[config.mk]
export PLATFORM = sky130hd
export DESIGN_NAME = dsma_step
export DESIGN_NICKNAME = d
export VERILOG_FILES = /design/src/rtl/dsma_pkg.sv /design/src/rtl/dsma_step.sv
export SDC_FILE = /design/constraint.sdc
export NUM_CORES = 2
export LEC_CHECK = 0
export ABC_CLOCK_PERIOD_IN_PS = 800
export BUFFER_PORTS_ARGS = -buffer_cell sky130_fd_sc_hd__buf_4
export CAP_MARGIN = 10
export CORE_AREA = 2 2 685 687
export CTS_CLUSTER_DIAMETER = 200
export CTS_CLUSTER_SIZE = 28
export DETAILED_ROUTE_END_ITERATION = 6
export DIE_AREA = 0 0 687 689
export SLEW_MARGIN = 10
export SYNTH_ARGS = -nofsm -noshare
export SYNTH_HDL_FRONTEND = slang
export SYNTH_SLANG_ARGS = --single-unit
[constraint.sdc]
create_clock -name clk -period 0.8 [get_ports clk]
set_input_delay 0.04 -clock clk [delete_from_list [all_inputs] [get_ports clk]]
set_output_delay 0.04 -clock clk [all_outputs]
set_load 0.03 [all_outputs]
[src/rtl/dsma_pkg.sv]
// Types, codes and BCD digit functions shared by the decimal sign-magnitude ALU.
package dsma_pkg;

    localparam int MAX_DIGITS  = 16;
    localparam int WIDE_DIGITS = MAX_DIGITS + 1;
    localparam int WIDE_W      = 4 * WIDE_DIGITS;
    localparam int ACC_W       = 8 * MAX_DIGITS;

    localparam logic [1:0] ACT_ADD = 2'd0;
    localparam logic [1:0] ACT_SUB = 2'd1;
    localparam logic [1:0] ACT_MUL = 2'd2;
    localparam logic [1:0] ACT_DIV = 2'd3;

    typedef logic [WIDE_W-1:0] dsma_wide_t;

    typedef struct packed {
        logic [1:0]  action;
        logic [63:0] a_digits;
        logic        a_negative;
        logic [63:0] b_digits;
        logic        b_negative;
    } dsma_op_t;

    typedef struct packed {
        logic [63:0] result_low;
        logic [63:0] result_high;
        logic        result_negative;
        logic        divide_by_zero;
    } dsma_res_t;

    typedef struct packed {
        logic [1:0]       action;
        logic             a_neg;
        logic             b_neg;
        logic             b_zero;
        dsma_wide_t       a;
        dsma_wide_t       b;
        dsma_wide_t       b2;
        dsma_wide_t       b4;
        dsma_wide_t       b8;
        dsma_wide_t       sum_as;
        dsma_wide_t       diff;
        logic             ge;
        logic [63:0]      low_as;
        logic             neg_as;
        dsma_wide_t       pp;
        dsma_wide_t       rem;
        logic [ACC_W-1:0] acc;
        logic [63:0]      quo;
    } dsma_stage_t;

    function automatic logic [3:0] digit_clamp(input logic [3:0] d);
        return (d > 4'd9) ? 4'd9 : d;
    endfunction

    function automatic logic [WIDE_W:0] bcd_add(input dsma_wide_t x, input dsma_wide_t y,
                                                 input logic cin);
        logic       c;
        logic [4:0] t;
        dsma_wide_t s;
        c = cin;
        s = '0;
        for (int i = 0; i < WIDE_DIGITS; i++)
        begin
            t = {1'b0, x[4*i +: 4]} + {1'b0, y[4*i +: 4]} + {4'b0, c};
            if (t > 5'd9)
            begin
                t = t + 5'd6;
                c = 1'b1;
            end
            else
            begin
                c = 1'b0;
            end
            s[4*i +: 4] = t[3:0];
        end
        return {c, s};
    endfunction

    function automatic dsma_wide_t bcd_nines(input dsma_wide_t x);
        dsma_wide_t s;
        s = '0;
        for (int i = 0; i < WIDE_DIGITS; i++)
        begin
            s[4*i +: 4] = 4'd9 - x[4*i +: 4];
        end
        return s;
    endfunction

    // top bit set when x >= y
    function automatic logic [WIDE_W:0] bcd_sub(input dsma_wide_t x, input dsma_wide_t y);
        return bcd_add(x, bcd_nines(y), 1'b1);
    endfunction

    function automatic dsma_wide_t bcd_double(input dsma_wide_t x);
        logic       c;
        logic       nc;
        logic [4:0] t;
        dsma_wide_t s;
        c = 1'b0;
        s = '0;
        for (int i = 0; i < WIDE_DIGITS; i++)
        begin
            t = {x[4*i +: 4], 1'b0};
            if (x[4*i +: 4] > 4'd4)
            begin
                t  = t - 5'd10;
                nc = 1'b1;
            end
            else
            begin
                nc = 1'b0;
            end
            s[4*i +: 4] = t[3:0] + {3'b0, c};
            c = nc;
        end
        return s;
    endfunction

    // {tens, ones} of the product of two digits
    function automatic logic [7:0] digit_mul(input logic [3:0] x, input logic [3:0] y);
        logic [6:0] p;
        logic [3:0] tn;
        p  = {3'b0, x} * {3'b0, y};
        tn = 4'd0;
        for (int k = 1; k <= 9; k++)
        begin
            if (p >= 7'(10 * k))
            begin
                tn = 4'(k);
            end
        end
        return {tn, 4'(p - ({3'b0, tn} * 7'd10))};
    endfunction

endpackage

[src/rtl/dsma_step.sv]
// A divide trial subtract and, below step 2*DIGITS, a multiply partial product or accumulate.
module dsma_step #(
    parameter int DIGITS = 16,
    parameter int STEP   = 0
) (
    input  logic                  clk,
    input  logic                  rst_n,
    input  logic                  en,
    input  logic                  in_valid,
    input  dsma_pkg::dsma_stage_t in_data,
    output logic                  out_valid,
    output dsma_pkg::dsma_stage_t out_data
);

    localparam int K  = STEP / 2;
    localparam int DK = STEP / 4;
    localparam int DJ = STEP % 4;
    localparam int P  = DIGITS - 1 - DK;

    dsma_pkg::dsma_wide_t      mul_pp;
    logic [dsma_pkg::ACC_W-1:0] mul_acc;
    dsma_pkg::dsma_wide_t      r;
    dsma_pkg::dsma_wide_t      m;
    logic [dsma_pkg::WIDE_W:0] t;
    dsma_pkg::dsma_stage_t     d_next;
    dsma_pkg::dsma_stage_t     d_reg;
    logic                      v_reg;

    generate
        if (STEP < 2 * DIGITS && STEP % 2 == 0)
        begin : g_pp
            dsma_pkg::dsma_wide_t      lo;
            dsma_pkg::dsma_wide_t      hi;
            logic [7:0]                dm;
            logic [dsma_pkg::WIDE_W:0] pp_w;
            always_comb
            begin
                lo = '0;
                hi = '0;
                dm = '0;
                for (int i = 0; i < DIGITS; i++)
                begin
                    dm               = dsma_pkg::digit_mul(in_data.a[4*i +: 4],
                                                           in_data.b[4*K +: 4]);
                    lo[4*i +: 4]     = dm[3:0];
                    hi[4*i + 4 +: 4] = dm[7:4];
                end
                pp_w    = dsma_pkg::bcd_add(lo, hi, 1'b0);
                mul_pp  = pp_w[dsma_pkg::WIDE_W-1:0];
                mul_acc = in_data.acc;
            end
        end
        else if (STEP < 2 * DIGITS)
        begin : g_acc
            logic [dsma_pkg::WIDE_W:0] acc_w;
            always_comb
            begin
                acc_w   = dsma_pkg::bcd_add(in_data.acc[4*K +: dsma_pkg::WIDE_W],
                                            in_data.pp, 1'b0);
                mul_pp  = in_data.pp;
                mul_acc = in_data.acc;
                mul_acc[4*K +: dsma_pkg::WIDE_W] = acc_w[dsma_pkg::WIDE_W-1:0];
            end
        end
        else
        begin : g_idle
            assign mul_pp  = in_data.pp;
            assign mul_acc = in_data.acc;
        end
    endgenerate

    always_comb
    begin
        r = in_data.rem;
        if (DJ == 0)
        begin
            r = {in_data.rem[dsma_pkg::WIDE_W-5:0], in_data.a[4*P +: 4]};
        end
        case (DJ)
            0:       m = in_data.b8;
            1:       m = in_data.b4;
            2:       m = in_data.b2;
            default: m = in_data.b;
        endcase
        t = dsma_pkg::bcd_sub(r, m);
        d_next     = in_data;
        d_next.pp  = mul_pp;
        d_next.acc = mul_acc;
        d_next.rem = t[dsma_pkg::WIDE_W] ? t[dsma_pkg::WIDE_W-1:0] : r;
        d_next.quo[4*P + 3 - DJ] = t[dsma_pkg::WIDE_W];
    end

    always_ff @(posedge clk or negedge rst_n)
    begin
        if (!rst_n)
        begin
            v_reg <= 1'b0;
        end
        else if (en)
        begin
            v_reg <= in_valid;
        end
    end

    always_ff @(posedge clk)
    begin
        if (en)
        begin
            d_reg <= d_next;
        end
    end

    assign out_valid = v_reg;
    assign out_data  = d_reg;

endmodule

==> summary.txt <==
Run status
  • Status: finished, violations left
  • Violated checks: setup timing

Clocking
  • Insertion delay to the later sink of the worst-skew pair: about 0.77 ns
  • Bufs on Longest Clock Path: 3
  • Clk sink count: 876
  • Clock slew seen by the registers of the worst setup and hold paths: roughly 0.090 ns
  • CTS root buf: clkbuf_16
  • H-tree levels: 2
  • Total CTS buffers: 45
  • TritonCTS clock tree: yes

Global routing
  • Largest net degree at the start of global routing: 45
  • Vias in the first global route: roughly 44000
  • Initial antenna violation count: 177
  • All-layer global routing usage: around 15%
  • Overflow after GRT: 0
  • Global-route wire length before repair: about 470000 um

Synthesis
  • Netlist cell types: 71
  • Yosys reg bits: 876
  • Mean post-synth cell area: 13.4 um2
  • Post-synth top cells: 875 x edfxtp_1, 387 x inv_1, 356 x ha_1
  • Area leader, netlist: edfxtp_1
  • Warnings from Yosys: 0
  • Synth top area share: about 59%
  • Top-count cell post-synth: edfxtp_1
  • Leading post-synthesis cells by cell area: edfxtp_1 59%, ha_1 9.9%, fa_1 6.4%, inv_1 3.2%, xnor2_1 3.0%
  • Sequential share of the synthesized area: 58.6%
  • Syn Nets: roughly 4700
  • Number of synthesized flops with an enable pin: approximately 880
  • Cells after Synth: around 3300
  • Synth Cell Area: 44900 um2
  • Ys flop type: edfxtp_1
  • Asr flop ratio synth: 0.114%

Placed design
  • Placed cell area: 71900 um2
  • Buffers on Ports: 1681
  • Final Wtd Congestion: roughly 0.95
  • Placed insts: 11900
  • Final HPWL DP: about 330000 um
  • Pre-CTS setup slack: -29.21 ns

Cells and area
  • Register area: 26300 um2
  • Final net count: 8602
  • Synth-to-Final Area Change: 98.7%
  • Fin cells: approximately 13000
  • Layout cells sized above 1: 41.8%
  • Fin area: 89200 um2
  • Multi-input combinational cell area: roughly 19000 um2
  • Fill cells: between 50000 and 60000

Critical path
  • Critical path class: primary input to flip-flop
  • Largest stage delay on the critical path: ~0.47 ns
  • Critical path's slowest cell: fa_2
  • Critical Path RT: ~1.3 ns
  • Startpoint Class: primary input
  • Crit path capture type: flip-flop
  • WP data arrival: 28.29 ns
  • Critical Path Fanout Max: 7
  • R2R setup slack: 0.04 ns
  • Top cell by count, worst path: fa_2

Drt
  • Drt via density: 3.25
  • Via count: 43800
  • Final ANT Viol Nets: 0
  • Initial DRC Count: 2975
  • DR DRC count: 0
  • Drt first pass iters: 5
  • Final wirelength: 383000 um
  • WL per Instance: about 28 um

Job
  • MaxCap Viol Count: 0

Timing
  • Slew Viols, Final: 0
  • Fin Setup TNS: -3999.37 ns
  • Final worst-path cycle share: 3480%
  • F_max: 35.9 MHz
  • Worst slew margin: 40.6%
  • Setup Skew: 0 ns
  • # setup viols final: 1999
  • Final setup margin: -27.04 ns
  • Hold Fails Final Rpt: 0
  • RSZ-0062 raised after global routing: true
  • Tmin final: 27.84 ns
  • Slew of the pin with the lowest slew margin: about 0.89 ns

Die
  • Initial Util: 9.63%
  • Rows: ~250
  • Core area: between 400000 and 500000 um2
  • Die height: 689 um
  • Die width: just under 700 um
  • Die ar.: about 470000 um2
  • Number of I/O pins: around 1800

Pwr
  • Maximum VDD drop: 0.00389 V
  • Power Density: 3390 nW/um2
  • Leak: 37.5 nW

Min path
  • Class of the worst hold path: primary input to flip-flop
## per-stage QoR
stage	hold WS [ns]	utilization, %	power, W
2_1_floorplan	-0.256	-	0.149
3_3_place_gp	-0.185	15.4	0.228
3_5_place_dp	-0.182	15.4	0.228
4_1_cts	-0.00518	18.9	0.297
5_1_grt	0.0292	19.1	0.314
6_report	0.0899	19.1	0.303
## cell families after synthesis
| group | after synthesis | share of synthesized area, % |
|---|---|---|
| adders and majority gates | 505 | 16.4 |
| buffers and inverters | 459 | 3.88 |
| DFF | 876 | 58.6 |
| xor gates and xnor gates | 275 | 5.38 |
| muxes | 43 | 1.01 |
| and+or+nand+nor | 619 | 6.48 |
| AOI/OAI and AO/OA | 560 | 8.21 |
## final cells by class
type	count	share of cell area (%)
repair buffers	3912	37.4
diodes	37	0.104
inverters	387	1.64
clock buffers	45	1.26
flip-flops and latches	876	29.5
well taps	6198	8.69
clock inverters	18	0.390
multi-input cells	2002	21.0
## worst max-delay path, delay by kind of cell
| kind | cells | cell delay [ns] |
|---|---|---|
| xor gates and xnor gates | 16 | 2.94 |
| adders and majority gates | 51 | 16.39 |
| AOI/OAI and AO/OA | 51 | 7.51 |
| and+or+nand+nor | 1 | 0.08 |
| buffers and inverters | 9 | 1.22 |
## path summary, 6_finish.rpt
check,cells after the start,from,to
max in group asynchronous,4,rst_n,out_valid
min,2,in_data[141],out_data[141]
min in group asynchronous,4,rst_n,out_valid
min reg2reg,1,out_valid,out_valid
max reg2reg,1,out_valid,out_valid
max,128,in_data[862],out_data[199]
## flip-flops by register name, summed over array words and instances (netlist names)
signal     flops
out_data     875
out_valid      1
## where the power goes
part           switching (W)  leakage (nW)  internal, W
combinational          0.105          28.2        0.101
sequential           0.00404          8.58       0.0626
clock                 0.0192         0.701       0.0111
## routing by layer
metal	vias to the layer above	share of wire, %	GRT usage, %
met1	21600	36	16.6
met5	-	0.089	0.398
met2	2020	45	25.1
met4	16	4.9	6.05
met3	541	13	8.60
li1	19600	-	-
## layout by cell type (no fill, tap or decap), types with 25 or more instances in the layout
master            n
dlygate4sd3_1  1333
a21o_1           95
xnor2_1         148
a21oi_1         161
o21ai_0          61
ha_2             42
buf_4          2522
nor3_1           30
a21oi_2          25
and2_1          147
nor2_2           37
diode_2          37
clkbuf_16        46
edfxtp_1        875
buf_12           31
fa_2             61
ha_1            299
nand2_1         205
nor2_1           94
xor2_1           82
fa_1             82
a221oi_2         33
inv_1           365
## repair_timing
action | CTS | global route
hold buffers | 1333 | 0
hold endpoints to repair | 1515 | 0
pin swaps | 93 | 72
endpoints found under the setup margin | 1012 | 1893
gates cloned | 5 | 1
gates resized for setup | 172 | 116
buffers inserted | 85 | 46
Power figures use the tool's default switching activity.
