===== config.mk =====
export PLATFORM = sky130hd
export DESIGN_NAME = dsma_out
export DESIGN_NICKNAME = d
export VERILOG_FILES = /design/src/rtl/dsma_pkg.sv /design/src/rtl/dsma_out.sv
export SDC_FILE = /design/constraint.sdc
export NUM_CORES = 1
export LEC_CHECK = 0
export BUFFER_PORTS_ARGS = -buffer_cell sky130_fd_sc_hd__buf_2
export CORE_AREA = 10 10 383 385
export CTS_CLUSTER_SIZE = 16
export DETAILED_ROUTE_END_ITERATION = 16
export DIE_AREA = 0 0 393 395
export GPL_TIMING_DRIVEN = 0
export SKIP_LAST_GASP = 1
export SLEW_MARGIN = 10
export SYNTH_ARGS = -nofsm -noshare
export SYNTH_HDL_FRONTEND = slang
export SYNTH_SLANG_ARGS = --single-unit

===== constraint.sdc =====
create_clock -name clk -period 9.6 [get_ports clk]
set_input_delay 1.44 -clock clk [delete_from_list [all_inputs] [get_ports clk]]
set_output_delay 1.44 -clock clk [all_outputs]
set_load 0.005 [all_outputs]

===== src/rtl/dsma_pkg.sv =====
// Types, codes and BCD digit functions shared by the decimal sign-magnitude ALU.
package dsma_pkg;

    localparam int MAX_DIGITS  = 16;
    localparam int WIDE_DIGITS = MAX_DIGITS + 1;
    localparam int WIDE_W      = 4 * WIDE_DIGITS;
    localparam int ACC_W       = 8 * MAX_DIGITS;

    localparam logic [1:0] ACT_ADD = 2'd0;
    localparam logic [1:0] ACT_SUB = 2'd1;
    localparam logic [1:0] ACT_MUL = 2'd2;
    localparam logic [1:0] ACT_DIV = 2'd3;

    typedef logic [WIDE_W-1:0] dsma_wide_t;

    typedef struct packed {
        logic [1:0]  action;
        logic [63:0] a_digits;
        logic        a_negative;
        logic [63:0] b_digits;
        logic        b_negative;
    } dsma_op_t;

    typedef struct packed {
        logic [63:0] result_low;
        logic [63:0] result_high;
        logic        result_negative;
        logic        divide_by_zero;
    } dsma_res_t;

    typedef struct packed {
        logic [1:0]       action;
        logic             a_neg;
        logic             b_neg;
        logic             b_zero;
        dsma_wide_t       a;
        dsma_wide_t       b;
        dsma_wide_t       b2;
        dsma_wide_t       b4;
        dsma_wide_t       b8;
        dsma_wide_t       sum_as;
        dsma_wide_t       diff;
        logic             ge;
        logic [63:0]      low_as;
        logic             neg_as;
        dsma_wide_t       pp;
        dsma_wide_t       rem;
        logic [ACC_W-1:0] acc;
        logic [63:0]      quo;
    } dsma_stage_t;

    function automatic logic [3:0] digit_clamp(input logic [3:0] d);
        return (d > 4'd9) ? 4'd9 : d;
    endfunction

    function automatic logic [WIDE_W:0] bcd_add(input dsma_wide_t x, input dsma_wide_t y,
                                                 input logic cin);
        logic       c;
        logic [4:0] t;
        dsma_wide_t s;
        c = cin;
        s = '0;
        for (int i = 0; i < WIDE_DIGITS; i++)
        begin
            t = {1'b0, x[4*i +: 4]} + {1'b0, y[4*i +: 4]} + {4'b0, c};
            if (t > 5'd9)
            begin
                t = t + 5'd6;
                c = 1'b1;
            end
            else
            begin
                c = 1'b0;
            end
            s[4*i +: 4] = t[3:0];
        end
        return {c, s};
    endfunction

    function automatic dsma_wide_t bcd_nines(input dsma_wide_t x);
        dsma_wide_t s;
        s = '0;
        for (int i = 0; i < WIDE_DIGITS; i++)
        begin
            s[4*i +: 4] = 4'd9 - x[4*i +: 4];
        end
        return s;
    endfunction

    // top bit set when x >= y
    function automatic logic [WIDE_W:0] bcd_sub(input dsma_wide_t x, input dsma_wide_t y);
        return bcd_add(x, bcd_nines(y), 1'b1);
    endfunction

    function automatic dsma_wide_t bcd_double(input dsma_wide_t x);
        logic       c;
        logic       nc;
        logic [4:0] t;
        dsma_wide_t s;
        c = 1'b0;
        s = '0;
        for (int i = 0; i < WIDE_DIGITS; i++)
        begin
            t = {x[4*i +: 4], 1'b0};
            if (x[4*i +: 4] > 4'd4)
            begin
                t  = t - 5'd10;
                nc = 1'b1;
            end
            else
            begin
                nc = 1'b0;
            end
            s[4*i +: 4] = t[3:0] + {3'b0, c};
            c = nc;
        end
        return s;
    endfunction

    // {tens, ones} of the product of two digits
    function automatic logic [7:0] digit_mul(input logic [3:0] x, input logic [3:0] y);
        logic [6:0] p;
        logic [3:0] tn;
        p  = {3'b0, x} * {3'b0, y};
        tn = 4'd0;
        for (int k = 1; k <= 9; k++)
        begin
            if (p >= 7'(10 * k))
            begin
                tn = 4'(k);
            end
        end
        return {tn, 4'(p - ({3'b0, tn} * 7'd10))};
    endfunction

endpackage


===== src/rtl/dsma_out.sv =====
// Result selection, output register and skid stage.
module dsma_out #(
    parameter int DIGITS = 16
) (
    input  logic                  clk,
    input  logic                  rst_n,
    input  logic                  pipe_valid,
    input  dsma_pkg::dsma_stage_t pipe_data,
    output logic                  en,
    output logic                  res_valid,
    input  logic                  res_stall,
    output dsma_pkg::dsma_res_t   res_data
);

    localparam int DW = 4 * DIGITS;

    dsma_pkg::dsma_res_t res_w;
    logic                push;
    logic                slot;
    logic                out_valid_reg;
    logic                out_valid_next;
    dsma_pkg::dsma_res_t out_data_reg;
    dsma_pkg::dsma_res_t out_data_next;
    logic                skid_valid_reg;
    logic                skid_valid_next;
    dsma_pkg::dsma_res_t skid_data_reg;
    dsma_pkg::dsma_res_t skid_data_next;

    always_comb
    begin
        res_w = '0;
        case (pipe_data.action)
            dsma_pkg::ACT_ADD, dsma_pkg::ACT_SUB:
            begin
                res_w.result_low      = pipe_data.low_as;
                res_w.result_negative = pipe_data.neg_as;
            end
            dsma_pkg::ACT_MUL:
            begin
                res_w.result_low      = pipe_data.acc[63:0] &
                                        ((64'(1) << DW) - 64'(1));
                res_w.result_high     = 64'(pipe_data.acc >> DW);
                res_w.result_negative = pipe_data.a_neg ^ pipe_data.b_neg;
            end
            dsma_pkg::ACT_DIV:
            begin
                if (pipe_data.b_zero)
                begin
                    res_w.divide_by_zero = 1'b1;
                end
                else
                begin
                    res_w.result_low      = pipe_data.quo;
                    res_w.result_negative = pipe_data.a_neg ^ pipe_data.b_neg;
                end
            end
            default:
            begin
                res_w = '0;
            end
        endcase
    end

    assign en   = !skid_valid_reg;
    assign push = en && pipe_valid;
    assign slot = !out_valid_reg || !res_stall;

    always_comb
    begin
        out_valid_next  = out_valid_reg && res_stall;
        out_data_next   = out_data_reg;
        skid_valid_next = skid_valid_reg;
        skid_data_next  = skid_data_reg;
        if (slot)
        begin
            if (skid_valid_reg)
            begin
                out_valid_next  = 1'b1;
                out_data_next   = skid_data_reg;
                skid_valid_next = 1'b0;
            end
            else if (push)
            begin
                out_valid_next = 1'b1;
                out_data_next  = res_w;
            end
        end
        else if (push)
        begin
            skid_valid_next = 1'b1;
            skid_data_next  = res_w;
        end
    end

    always_ff @(posedge clk or negedge rst_n)
    begin
        if (!rst_n)
        begin
            out_valid_reg  <= 1'b0;
            skid_valid_reg <= 1'b0;
        end
        else
        begin
            out_valid_reg  <= out_valid_next;
            skid_valid_reg <= skid_valid_next;
        end
    end

    always_ff @(posedge clk)
    begin
        out_data_reg  <= out_data_next;
        skid_data_reg <= skid_data_next;
    end

    assign res_valid = out_valid_reg;
    assign res_data  = out_data_reg;

endmodule


==> flow_metrics.env <==
export IMPL_hold_buffers=0
export IMPL_p_int_uw=2160
export IMPL_start_util=0.0834
export IMPL_portBuffers=395
export IMPL_synth_most_common_cell="edfxtp_1"
export IMPL_synth_ff_type="edfxtp_1"
export IMPL_die_y_microns=395
export IMPL_total_power_uw=2950
export IMPL_numCtsBuffers=31
export IMPL_worstPathBufferInverterCount=4
export IMPL_p_sw_frac=0.266
export IMPL_clk_latency_ps=590
export IMPL_ctsResizeCount=0
export IMPL_area_delta_synth_final_pct=48.2
export IMPL_worstPathMaxFanout=10
export IMPL_max_slew_margin=0.0831
export IMPL_required_ps=8160
export IMPL_gp_congestion=0.918
export IMPL_synth_area_leaders="edfxtp_1 67%, mux2_2 12%, nand3b_1 4.1%, a31oi_1 3.5%, and2_1 3.5%"
export IMPL_p_per_area_mw_per_mm2=172
export IMPL_num_vias=8526
export IMPL_drcViolationCount=0
export IMPL_critPathMaxStageDelay_ps=470
export IMPL_fp_row_count=137
export IMPL_syn_area_per_cell_sq_um=14.8
export IMPL_synth_top_area_frac=0.674
export IMPL_postCtsSetupBuffers=0
export IMPL_routedWlPerCell_microns=21.2
export IMPL_crit_slowest_cell="buf_2"
export IMPL_drt_iter0_markers=394
export IMPL_final_area_sq_mm=0.0172
export IMPL_p_leak_uw=0.00612
export IMPL_hold_slack_ps=524
export IMPL_ys_seq_area_frac=0.678
export IMPL_end_kind="output port"
export IMPL_cp_common_cell="buf_2"
export IMPL_grt_use_total=0.0799
export IMPL_grt_pass1_vias=9222
export IMPL_startpoint_type="flop"
export IMPL_synth_common_cells="260 x edfxtp_1, 124 x mux2_2, 66 x nor2_1"
export IMPL_cap_violations=0
export IMPL_rsz0062_at_grt="no"
export IMPL_ys_types=21
export IMPL_hp_class="reg -> reg"
export IMPL_place_area_sq_mm=0.0162
export IMPL_slew_viol_final=0
export IMPL_yosysWarnings=0
export IMPL_status="finished, final reports clean"
export IMPL_dieArea_sq_mm=0.155
export IMPL_setup_viol_count_final=0
export IMPL_die_w_microns=393
export IMPL_final_hold_viol_count=0
export IMPL_drt_pass1_iter_count=4
export IMPL_syn_num_nets=1661
export IMPL_syn_area_sq_mm=0.0116
export IMPL_clk_pin_slew_ps=60
export IMPL_wl_microns=65100
export IMPL_crit_chain="clkinv_1, buf_2, buf_2, buf_2"
export IMPL_grt_pass1_wl_microns=83900
export IMPL_core_sq_mm=0.139
export IMPL_peakVddDrop_v=0.000129
export IMPL_fin_crit_sh=0.400
export IMPL_layout_drive_gt1_share=0.500
export IMPL_antenna_left=0
export IMPL_path_class="reg -> out"
export IMPL_arrival_ps=2400
export IMPL_synthCells=782
export IMPL_clkPwrFrac=0.377
export IMPL_layout_min_cycle_time_ps=3840
export IMPL_cts_root_buf="clkbuf_16"
export IMPL_vias_per_cell=2.78
export IMPL_fin_nets=2106
export IMPL_synth_edff_count=260
export IMPL_fin_skew_ps=13.7
export IMPL_grt_max_degree=24
export IMPL_seq_power_share=0.470
export IMPL_htreeDepth=1
export IMPL_pin_count=1011
export IMPL_crit_family="buffers and inverters"
export IMPL_combPwrFrac=0.153
export IMPL_cts_sinks=262
export IMPL_p_switching_uw=785
export IMPL_grt_overflow=0
export IMPL_cts_tree="done"
export IMPL_netlist_top_cell_by_area="edfxtp_1"
export IMPL_tightest_slew_ps=1370
export IMPL_dpl_hpwl_microns=55900
export IMPL_yosys_register_bits=262
export IMPL_finalNonFillerCells=3067
export IMPL_grt_antenna_before_repair=38
export IMPL_clock_fmax_ghz=0.261
export IMPL_async_reset_ff_frac=0.00763
export IMPL_dp_cells=3001
export IMPL_clockBufferDepth=3
worst reg2reg max path: stages, from the launching register on:
cell and delay, ps:
dfrtp_1 400, nand2_1 140, nor3b_4 480, buf_8 240, buf_8 210, buf_8 210, buf_16 180, buf_8 190
power by group through the flow:
stage / registers [uW] / logic [uW] / clock network [uW]
2_1_floorplan: 1430 / 163 / 0
3_3_place_gp: 1440 / 442 / 0
3_5_place_dp: 1410 / 468 / 0
4_1_cts: 1390 / 470 / 1150
5_1_grt: 1390 / 492 / 1190
6_report: 1390 / 451 / 1110
per-layer routing:
layer	vias to the layer above	GRT usage	share of wire
met5	-	0	0.0014
met4	12	0.0273	0.037
met3	90	0.0353	0.11
met2	468	0.117	0.41
met1	4132	0.103	0.44
li1	3824	-	-
placed cells by master, fill, tap and decap left out, types with 2 or more instances in the layout:
| master | instances |
|---|---|
| buf_2 | 429 |
| clkbuf_1 | 27 |
| nor2b_1 | 2 |
| clkinv_2 | 3 |
| clkbuf_16 | 31 |
| diode_2 | 10 |
| nand2b_1 | 64 |
| inv_6 | 3 |
| a31oi_2 | 7 |
| buf_4 | 3 |
| clkinv_1 | 7 |
| edfxtp_1 | 260 |
| and2_1 | 64 |
| dfrtp_1 | 2 |
| buf_12 | 4 |
| nand3b_1 | 64 |
| clkinv_4 | 2 |
| buf_8 | 10 |
| mux2_2 | 124 |
| a31oi_1 | 57 |
| nand2_1 | 3 |
| mux2_1 | 6 |
| buf_16 | 3 |
| nor2_1 | 66 |
final timing paths:
kind / start / slack (ps) / end / cells past startpoint
max in group asynchronous: rst_n / 8870 / skid_valid_reg / 1
min: skid_data_reg[69] / 520 / res_data[69] / 1
min reg2reg: skid_data_reg[69] / 520 / res_data[69] / 1
max reg2reg: res_valid / 7260 / skid_data_reg[105] / 7
min in group asynchronous: rst_n / 630 / res_valid / 1
max: skid_valid_reg / 5760 / en / 4
cells by family (layout without fill, tap and decap cells):
| family | count (synthesis) | in the layout | synth area share |
|---|---|---|---|
| buffers and inverters | 58 | 526 | 0.0235 |
| AND/OR/NAND/NOR | 265 | 265 | 0.135 |
| flip-flops | 262 | 262 | 0.678 |
| AO/OA/AOI/OAI | 66 | 66 | 0.0358 |
| XOR/XNOR | 1 | 1 | 0.000756 |
| multiplexers | 130 | 130 | 0.126 |
| other | 0 | 10 | 0 |
layout make-up:
| type | instances | area (sq um) |
|---|---|---|
| Sequential cell | 262 | 7860 |
| Inverter | 1 | 3.75 |
| Antenna cell | 10 | 25.0 |
| Buffer | 57 | 269 |
| Clock buffer | 39 | 806 |
| Clock inverter | 17 | 130 |
| Tap cell | 1807 | 2260 |
| Fill cell | 15800 | 122000 |
| Multi-Input combinational cell | 462 | 3520 |
| Timing Repair Buffer | 412 | 2290 |
per-stage QoR:
step / worst slack (ps) / setup TNS (ps) / utilization
after floorplan: 1160 / 0 / -
after global placement: -3580 / -605380 / 0.114
after detailed placement: 5380 / 0 / 0.117
after CTS: 5490 / 0 / 0.123
after global routing: 5530 / 0 / 0.123
final: 5760 / 0 / 0.124
Note: power is estimated with default switching activity, not from simulation.
