[src/rtl/dsma_pkg.sv]
// Types, codes and BCD digit functions shared by the decimal sign-magnitude ALU.
package dsma_pkg;

    localparam int MAX_DIGITS  = 16;
    localparam int WIDE_DIGITS = MAX_DIGITS + 1;
    localparam int WIDE_W      = 4 * WIDE_DIGITS;
    localparam int ACC_W       = 8 * MAX_DIGITS;

    localparam logic [1:0] ACT_ADD = 2'd0;
    localparam logic [1:0] ACT_SUB = 2'd1;
    localparam logic [1:0] ACT_MUL = 2'd2;
    localparam logic [1:0] ACT_DIV = 2'd3;

    typedef logic [WIDE_W-1:0] dsma_wide_t;

    typedef struct packed {
        logic [1:0]  action;
        logic [63:0] a_digits;
        logic        a_negative;
        logic [63:0] b_digits;
        logic        b_negative;
    } dsma_op_t;

    typedef struct packed {
        logic [63:0] result_low;
        logic [63:0] result_high;
        logic        result_negative;
        logic        divide_by_zero;
    } dsma_res_t;

    typedef struct packed {
        logic [1:0]       action;
        logic             a_neg;
        logic             b_neg;
        logic             b_zero;
        dsma_wide_t       a;
        dsma_wide_t       b;
        dsma_wide_t       b2;
        dsma_wide_t       b4;
        dsma_wide_t       b8;
        dsma_wide_t       sum_as;
        dsma_wide_t       diff;
        logic             ge;
        logic [63:0]      low_as;
        logic             neg_as;
        dsma_wide_t       pp;
        dsma_wide_t       rem;
        logic [ACC_W-1:0] acc;
        logic [63:0]      quo;
    } dsma_stage_t;

    function automatic logic [3:0] digit_clamp(input logic [3:0] d);
        return (d > 4'd9) ? 4'd9 : d;
    endfunction

    function automatic logic [WIDE_W:0] bcd_add(input dsma_wide_t x, input dsma_wide_t y,
                                                 input logic cin);
        logic       c;
        logic [4:0] t;
        dsma_wide_t s;
        c = cin;
        s = '0;
        for (int i = 0; i < WIDE_DIGITS; i++)
        begin
            t = {1'b0, x[4*i +: 4]} + {1'b0, y[4*i +: 4]} + {4'b0, c};
            if (t > 5'd9)
            begin
                t = t + 5'd6;
                c = 1'b1;
            end
            else
            begin
                c = 1'b0;
            end
            s[4*i +: 4] = t[3:0];
        end
        return {c, s};
    endfunction

    function automatic dsma_wide_t bcd_nines(input dsma_wide_t x);
        dsma_wide_t s;
        s = '0;
        for (int i = 0; i < WIDE_DIGITS; i++)
        begin
            s[4*i +: 4] = 4'd9 - x[4*i +: 4];
        end
        return s;
    endfunction

    // top bit set when x >= y
    function automatic logic [WIDE_W:0] bcd_sub(input dsma_wide_t x, input dsma_wide_t y);
        return bcd_add(x, bcd_nines(y), 1'b1);
    endfunction

    function automatic dsma_wide_t bcd_double(input dsma_wide_t x);
        logic       c;
        logic       nc;
        logic [4:0] t;
        dsma_wide_t s;
        c = 1'b0;
        s = '0;
        for (int i = 0; i < WIDE_DIGITS; i++)
        begin
            t = {x[4*i +: 4], 1'b0};
            if (x[4*i +: 4] > 4'd4)
            begin
                t  = t - 5'd10;
                nc = 1'b1;
            end
            else
            begin
                nc = 1'b0;
            end
            s[4*i +: 4] = t[3:0] + {3'b0, c};
            c = nc;
        end
        return s;
    endfunction

    // {tens, ones} of the product of two digits
    function automatic logic [7:0] digit_mul(input logic [3:0] x, input logic [3:0] y);
        logic [6:0] p;
        logic [3:0] tn;
        p  = {3'b0, x} * {3'b0, y};
        tn = 4'd0;
        for (int k = 1; k <= 9; k++)
        begin
            if (p >= 7'(10 * k))
            begin
                tn = 4'(k);
            end
        end
        return {tn, 4'(p - ({3'b0, tn} * 7'd10))};
    endfunction

endpackage

[src/rtl/dsma_prep.sv]
// Front stages: digit clamping, sum and difference, sign rules and divisor multiples.
module dsma_prep #(
    parameter int DIGITS = 16
) (
    input  logic                  clk,
    input  logic                  rst_n,
    input  logic                  en,
    input  logic                  in_valid,
    input  dsma_pkg::dsma_op_t    in_data,
    output logic                  out_valid,
    output dsma_pkg::dsma_stage_t out_data
);

    localparam int DW = 4 * DIGITS;
    localparam dsma_pkg::dsma_wide_t NMASK =
        (dsma_pkg::dsma_wide_t'(1) << DW) - dsma_pkg::dsma_wide_t'(1);

    dsma_pkg::dsma_wide_t  a_s;
    dsma_pkg::dsma_wide_t  b_s;
    logic [dsma_pkg::WIDE_W:0] sum_w;
    logic [dsma_pkg::WIDE_W:0] dif_w;
    logic [dsma_pkg::WIDE_W:0] neg_w;
    dsma_pkg::dsma_wide_t  low_w;
    logic                  same;
    logic                  do_sum;
    logic                  a_big;

    dsma_pkg::dsma_stage_t s1_next;
    dsma_pkg::dsma_stage_t s1_reg;
    logic                  v1_reg;
    dsma_pkg::dsma_stage_t s2_next;
    dsma_pkg::dsma_stage_t s2_reg;
    logic                  v2_reg;

    always_comb
    begin
        a_s = '0;
        b_s = '0;
        for (int i = 0; i < DIGITS; i++)
        begin
            a_s[4*i +: 4] = dsma_pkg::digit_clamp(in_data.a_digits[4*i +: 4]);
            b_s[4*i +: 4] = dsma_pkg::digit_clamp(in_data.b_digits[4*i +: 4]);
        end
        sum_w = dsma_pkg::bcd_add(a_s, b_s, 1'b0);
        dif_w = dsma_pkg::bcd_sub(a_s, b_s);
        s1_next        = '0;
        s1_next.action = in_data.action;
        s1_next.a_neg  = in_data.a_negative;
        s1_next.b_neg  = in_data.b_negative;
        s1_next.b_zero = (b_s == '0);
        s1_next.a      = a_s;
        s1_next.b      = b_s;
        s1_next.b2     = dsma_pkg::bcd_double(b_s);
        s1_next.sum_as = sum_w[dsma_pkg::WIDE_W-1:0] & NMASK;
        s1_next.diff   = dif_w[dsma_pkg::WIDE_W-1:0];
        s1_next.ge     = dif_w[dsma_pkg::WIDE_W];
    end

    always_comb
    begin
        same   = (s1_reg.a_neg == s1_reg.b_neg);
        do_sum = (s1_reg.action == dsma_pkg::ACT_ADD) ? same : !same;
        a_big  = s1_reg.ge && (s1_reg.diff != '0);
        neg_w  = dsma_pkg::bcd_sub('0, s1_reg.diff);
        if (do_sum)
        begin
            low_w = s1_reg.sum_as;
        end
        else if (a_big)
        begin
            low_w = s1_reg.diff & NMASK;
        end
        else
        begin
            low_w = neg_w[dsma_pkg::WIDE_W-1:0] & NMASK;
        end
        s2_next        = s1_reg;
        s2_next.b4     = dsma_pkg::bcd_double(s1_reg.b2);
        s2_next.b8     = dsma_pkg::bcd_double(dsma_pkg::bcd_double(s1_reg.b2));
        s2_next.low_as = low_w[63:0];
        s2_next.neg_as = (do_sum || a_big) ? s1_reg.a_neg : !s1_reg.a_neg;
    end

    always_ff @(posedge clk or negedge rst_n)
    begin
        if (!rst_n)
        begin
            v1_reg <= 1'b0;
            v2_reg <= 1'b0;
        end
        else if (en)
        begin
            v1_reg <= in_valid;
            v2_reg <= v1_reg;
        end
    end

    always_ff @(posedge clk)
    begin
        if (en)
        begin
            s1_reg <= s1_next;
            s2_reg <= s2_next;
        end
    end

    assign out_valid = v2_reg;
    assign out_data  = s2_reg;

endmodule

[config.mk]
export PLATFORM = sky130hd
export DESIGN_NAME = dsma_prep
export DESIGN_NICKNAME = d
export VERILOG_FILES = /design/src/rtl/dsma_pkg.sv /design/src/rtl/dsma_prep.sv
export SDC_FILE = /design/constraint.sdc
export NUM_CORES = 1
export LEC_CHECK = 0
export BUFFER_PORTS_ARGS = -buffer_cell sky130_fd_sc_hd__clkbuf_2
export CAP_MARGIN = 20
export CORE_ASPECT_RATIO = 0.7
export CORE_MARGIN = 4
export CORE_UTILIZATION = 30
export DETAILED_ROUTE_END_ITERATION = 12
export PLACE_DENSITY = 0.48
export SLEW_MARGIN = 20
export SYNTH_ARGS = -nofsm -noshare
export SYNTH_HDL_FRONTEND = slang
export SYNTH_SLANG_ARGS = --single-unit
export TNS_END_PERCENT = 50
[constraint.sdc]
create_clock -name clk -period 20.3 [get_ports clk]
set_input_delay 2.03 -clock clk [delete_from_list [all_inputs] [get_ports clk]]
set_output_delay 2.03 -clock clk [all_outputs]
set_load 0.02 [all_outputs]
==> results.md <==
- The maximum number of pins on one net before global-route repair is roughly 150.
- The worst-case clock buffer depth is 3.
- The library cells used most frequently in the layout, excluding fill and tap cells, are 848 x edfxtp_1, 660 x clkbuf_2, 556 x buf_4.
- The combinational share of power is 53.0%.
- The final-stage net count is a little over 5000.
- The register with the most flip-flops in the layout has 520 of them.
- The number of optimization iterations in the first detailed-route pass is 6.
- The register-to-register setup slack is approximately 0.49 ns.
- The critical path depth is approximately 150.
- The worst setup path is of the input pin to flip-flop kind.
- After synthesis, the share of flip-flops with an asynchronous set or reset is less than 1%.
- The kind of end point of the critical path is a flip-flop.
- The count of final hold-check violations is 0.
- The sort of element at the start of the critical path is an input pin.
- Cells with a size suffix above 1 make up between 30% and 40% of the layout.
- The total count of max-transition violations in the final report is 0.
- The clock network fraction of design power is between 10% and 20%.
- The final wirelength is between 100000 and 150000 um.
- The cell that appears most often on the critical path is fa_2.
- The signal arrival time at the worst endpoint is 29.28 ns.
- The number of maximum-capacitance constraint violations is 0.
- The weighted congestion at the end of routability-driven global placement is 0.8099.
- For this design the total switching power over the nets is 3358 uW.
- The met2 capacity usage during global routing is between 20% and 30%.
- For this run, global-route usage on met1 was measured as roughly a fifth.
- After detailed routing, the number of remaining DRC violations is 0.
- The post-detailed-placement half-perimeter wirelength is 98430 um.
- The worst max-slew margin expressed relative to the limit is between 20 and 30%.
- The die is between 400 and 500 um wide.
- The initial core utilization is 30.39%.
- The number of synthesized register bits is 850.
- The H-tree depth is 3.
- Setup violations remaining at the end of the flow were counted as 45.
- The count of hold buffers inserted by post-cts repair is 0.
- The final worst slack is -8.535 ns.
- The startpoint of the worst hold path is s1_reg[838]$_DFFE_PP_.
- The netlist area before placement is roughly 44000 um^2.
- Clock-pin slew was measured on the worst setup and hold paths at 0.06 ns.
- The site row count is 117.
- The internal power of the cells is ~5900 uW.
- The placed instance area is ~53000 um^2.
- The terminus of the critical flop-to-flop path is out_data[391]$_DFFE_PP_.
- The top flip-flop cell by instance count after synthesis is edfxtp_1.
- TritonCTS built the clock tree.
- At the pin with the least slew margin, the transition time is 1.062 ns.
- Of all nets on the critical path, the largest fanout is 4.
- The library cell used most frequently in the layout, excluding fill and tap cells, is edfxtp_1.
- The first global-routing pass estimated ~180000 um of wire.
- The count of flip-flops with a built-in enable after synthesis is about 850.
- The fraction of the cycle the final worst path needs is 142.0%.
- The endpoint of the most critical setup path is s1_reg[524]$_DFFE_PP_.
- Synthesis produced a netlist whose cell count is approximately 3400.
- On the worst path, the slowest cell contributes a delay of between 0.5 and 0.6 ns.
- Together, buffers and inverters on the worst path number 47.
- For met3 alone, demand over resource in global routing was 3.840%.
- For this design, the sink count on the clock tree is 850.
- The path class of the tightest hold or removal check is flip-flop to flip-flop.
- The smallest clock period supported by the final layout is computed as between 20 and 30 ns.
- Dividing the detail-routed wire length by the instance count gives just under 20 um.
- Data on the critical path is required at its endpoint by approximately 21 ns.
- The initial antenna violation count is 8.
- The checks that failed: negative setup slack.
- Counting cells, the worst reg-to-reg path comes to about 110.
- The die is roughly 330 um tall.
- The post-route worst hold slack is roughly 0.4 ns.
- The maximum ir drop on the vdd rail is around 100 uV.
- A synthesized cell averages roughly 13 um^2.
- The cell at the root of the clock tree is clkbuf_16.
- Among all stages on the critical path, the largest delay is contributed by fa_2.
- Sequential cells account for between 20% and 30% of the total power.
- Once layout is done, the placed cells without fillers occupy between 50000 and 60000 um^2.
- The static power due to leakage is 0.02475 uW.
- The area growth from synthesis to layout is 31.04%.
- The area enclosed by the die boundary is 154400 um^2.
- The power density over the cells is 158.6 nW/um^2.
- The number of buffers added by the clock tree synthesis step is 93.
- Input and output buffers added on the ports amount to between 600 and 700.
- The sequential element share of the synthesized area is between 50% and 60%.
- The upper clock frequency limit is 0.03468 GHz.
- The count of nets left with antenna violations after detail routing is 0.
- The fraction of power spent switching nets is 36.36%.
- The via count of the first global-routing pass is about 28000.
- The run finished, with violations left.
- Setup repair after global routing could not meet its margin everywhere.
- The startpoint of the lowest-slack register-to-register path is s1_reg[395]$_DFFE_PP_.
- The gate family responsible for the most delay along the worst path is adder cells.
- After floorplanning, the core was sized to cover ~150000 um^2.
- For this run, the number of Yosys warnings is 0.
- The number of different library cells in the post-synthesis netlist is 57.
- The layer flagged by global routing as most heavily used is met2.
- Across the routed clock network, the largest skew measured is 0.03435 ns.
- For the worst-skew pair, the clock arrives at the later sink with an insertion delay of ~0.7 ns.
- The total via count after detailed routing is 28551.
- The number of DRC markers in iteration 0 is approximately 1600.
- The final global-route overflow total is 0.
- The top-level I/O count is between 1000 and 1500.
- The origin of the worst setup path is in_data[3].
- The post-detailed-route via-to-cell ratio is roughly 4.2.
- The global router's overall resource usage is between 10% and 20%.
metrics by stage:
step | instances | power [uW] | setup slack, ns | utilization, % | TNS (ns)
global route | 6735 | 9887 | -9.780 | 39.81 | -246.17
global placement | 6464 | 6665 | -9.212 | 36.06 | -272.62
CTS | 6680 | 8605 | -8.476 | 38.80 | -214.47
finish | 6740 | 9235 | -8.535 | 39.82 | -197.69
detailed placement | 6464 | 6697 | -9.919 | 36.07 | -291.40
floorplan | 3792 | 4888 | -9.513 | - | -231.91
worst min path at each step:
| stage | cells past startpoint | slack, ns | endpoint |
|---|---|---|---|
| after global routing | 0 | 0.41 | out_data[838]$_DFFE_PP_ |
| final | 0 | 0.39 | out_data[838]$_DFFE_PP_ |
| after global placement | 0 | 0.40 | out_data[864]$_DFFE_PP_ |
| after CTS | 0 | 0.38 | out_data[838]$_DFFE_PP_ |
| after floorplan | 0 | 0.40 | out_data[596]$_DFFE_PP_ |
| after detailed placement | 0 | 0.40 | out_data[749]$_DFFE_PP_ |
cell families (layout without fill, tap and decap cells):
logic type | after synthesis | after routing | synth area share, %
xor+xnor | 215 | 215 | 4.255
flops | 850 | 850 | 57.42
compound gates | 513 | 513 | 7.766
mux | 97 | 97 | 2.222
other cells | 1 | 358 | 0.008439
fa+ha+maj | 369 | 369 | 11.44
buf+inv | 778 | 1756 | 9.627
simple gates | 619 | 619 | 7.267
power by group through the flow:
stage	registers (uW)	logic, uW	clock network (uW)
after floorplan	2810	2080	0
after global placement	2670	4000	0
after detailed placement	2670	4030	0
after CTS	2630	4190	1780
after global routing	2670	5370	1850
final	2630	4900	1710
layout make-up:
cell class	instances	area [um^2]
diodes	7	17.52
clock buffers	112	2441
clock inverters	59	583.1
fillers	13950	88010
inverters	350	1314
multi-input cells	2164	18190
flip-flops and latches	850	25510
well taps	1963	2456
repair buffers	1235	7712
cell usage after synthesis (17+ instances only):
cell | number | area, um^2
buf_4 | 358 | 2688
and2_1 | 42 | 262.8
xor2_1 | 80 | 700.7
ha_1 | 307 | 3841
nor4_1 | 22 | 137.6
edfxtp_1 | 848 | 25460
xnor2_1 | 134 | 1174
a221oi_1 | 34 | 297.8
nor2_1 | 147 | 551.8
a21oi_1 | 116 | 580.6
nand2_1 | 123 | 461.7
o21a_1 | 45 | 337.8
a311oi_2 | 28 | 420.4
clkbuf_1 | 64 | 240.2
nor3b_1 | 32 | 240.2
nand2b_1 | 83 | 519.3
or3_1 | 29 | 181.4
a21boi_0 | 33 | 247.7
inv_1 | 350 | 1314
nor2b_1 | 106 | 663.1
fa_1 | 62 | 1241
o21ai_0 | 152 | 760.7
mux2i_1 | 84 | 840.8
o31ai_1 | 17 | 127.6
timing repair:
item	CTS	global route
gates resized for setup	153	198
pin swaps	40	84
setup buffers	57	56
setup endpoints to repair	58	64
per-layer routing:
layer  routed length (um)  vias to the layer above
met2                63090                      543
met1                57060                    13867
met4                 2803                        0
li1                     -                    14014
met3                 6503                      127
met5                    0                        -
No activity file was read; power rests on OpenSTA's default activity.
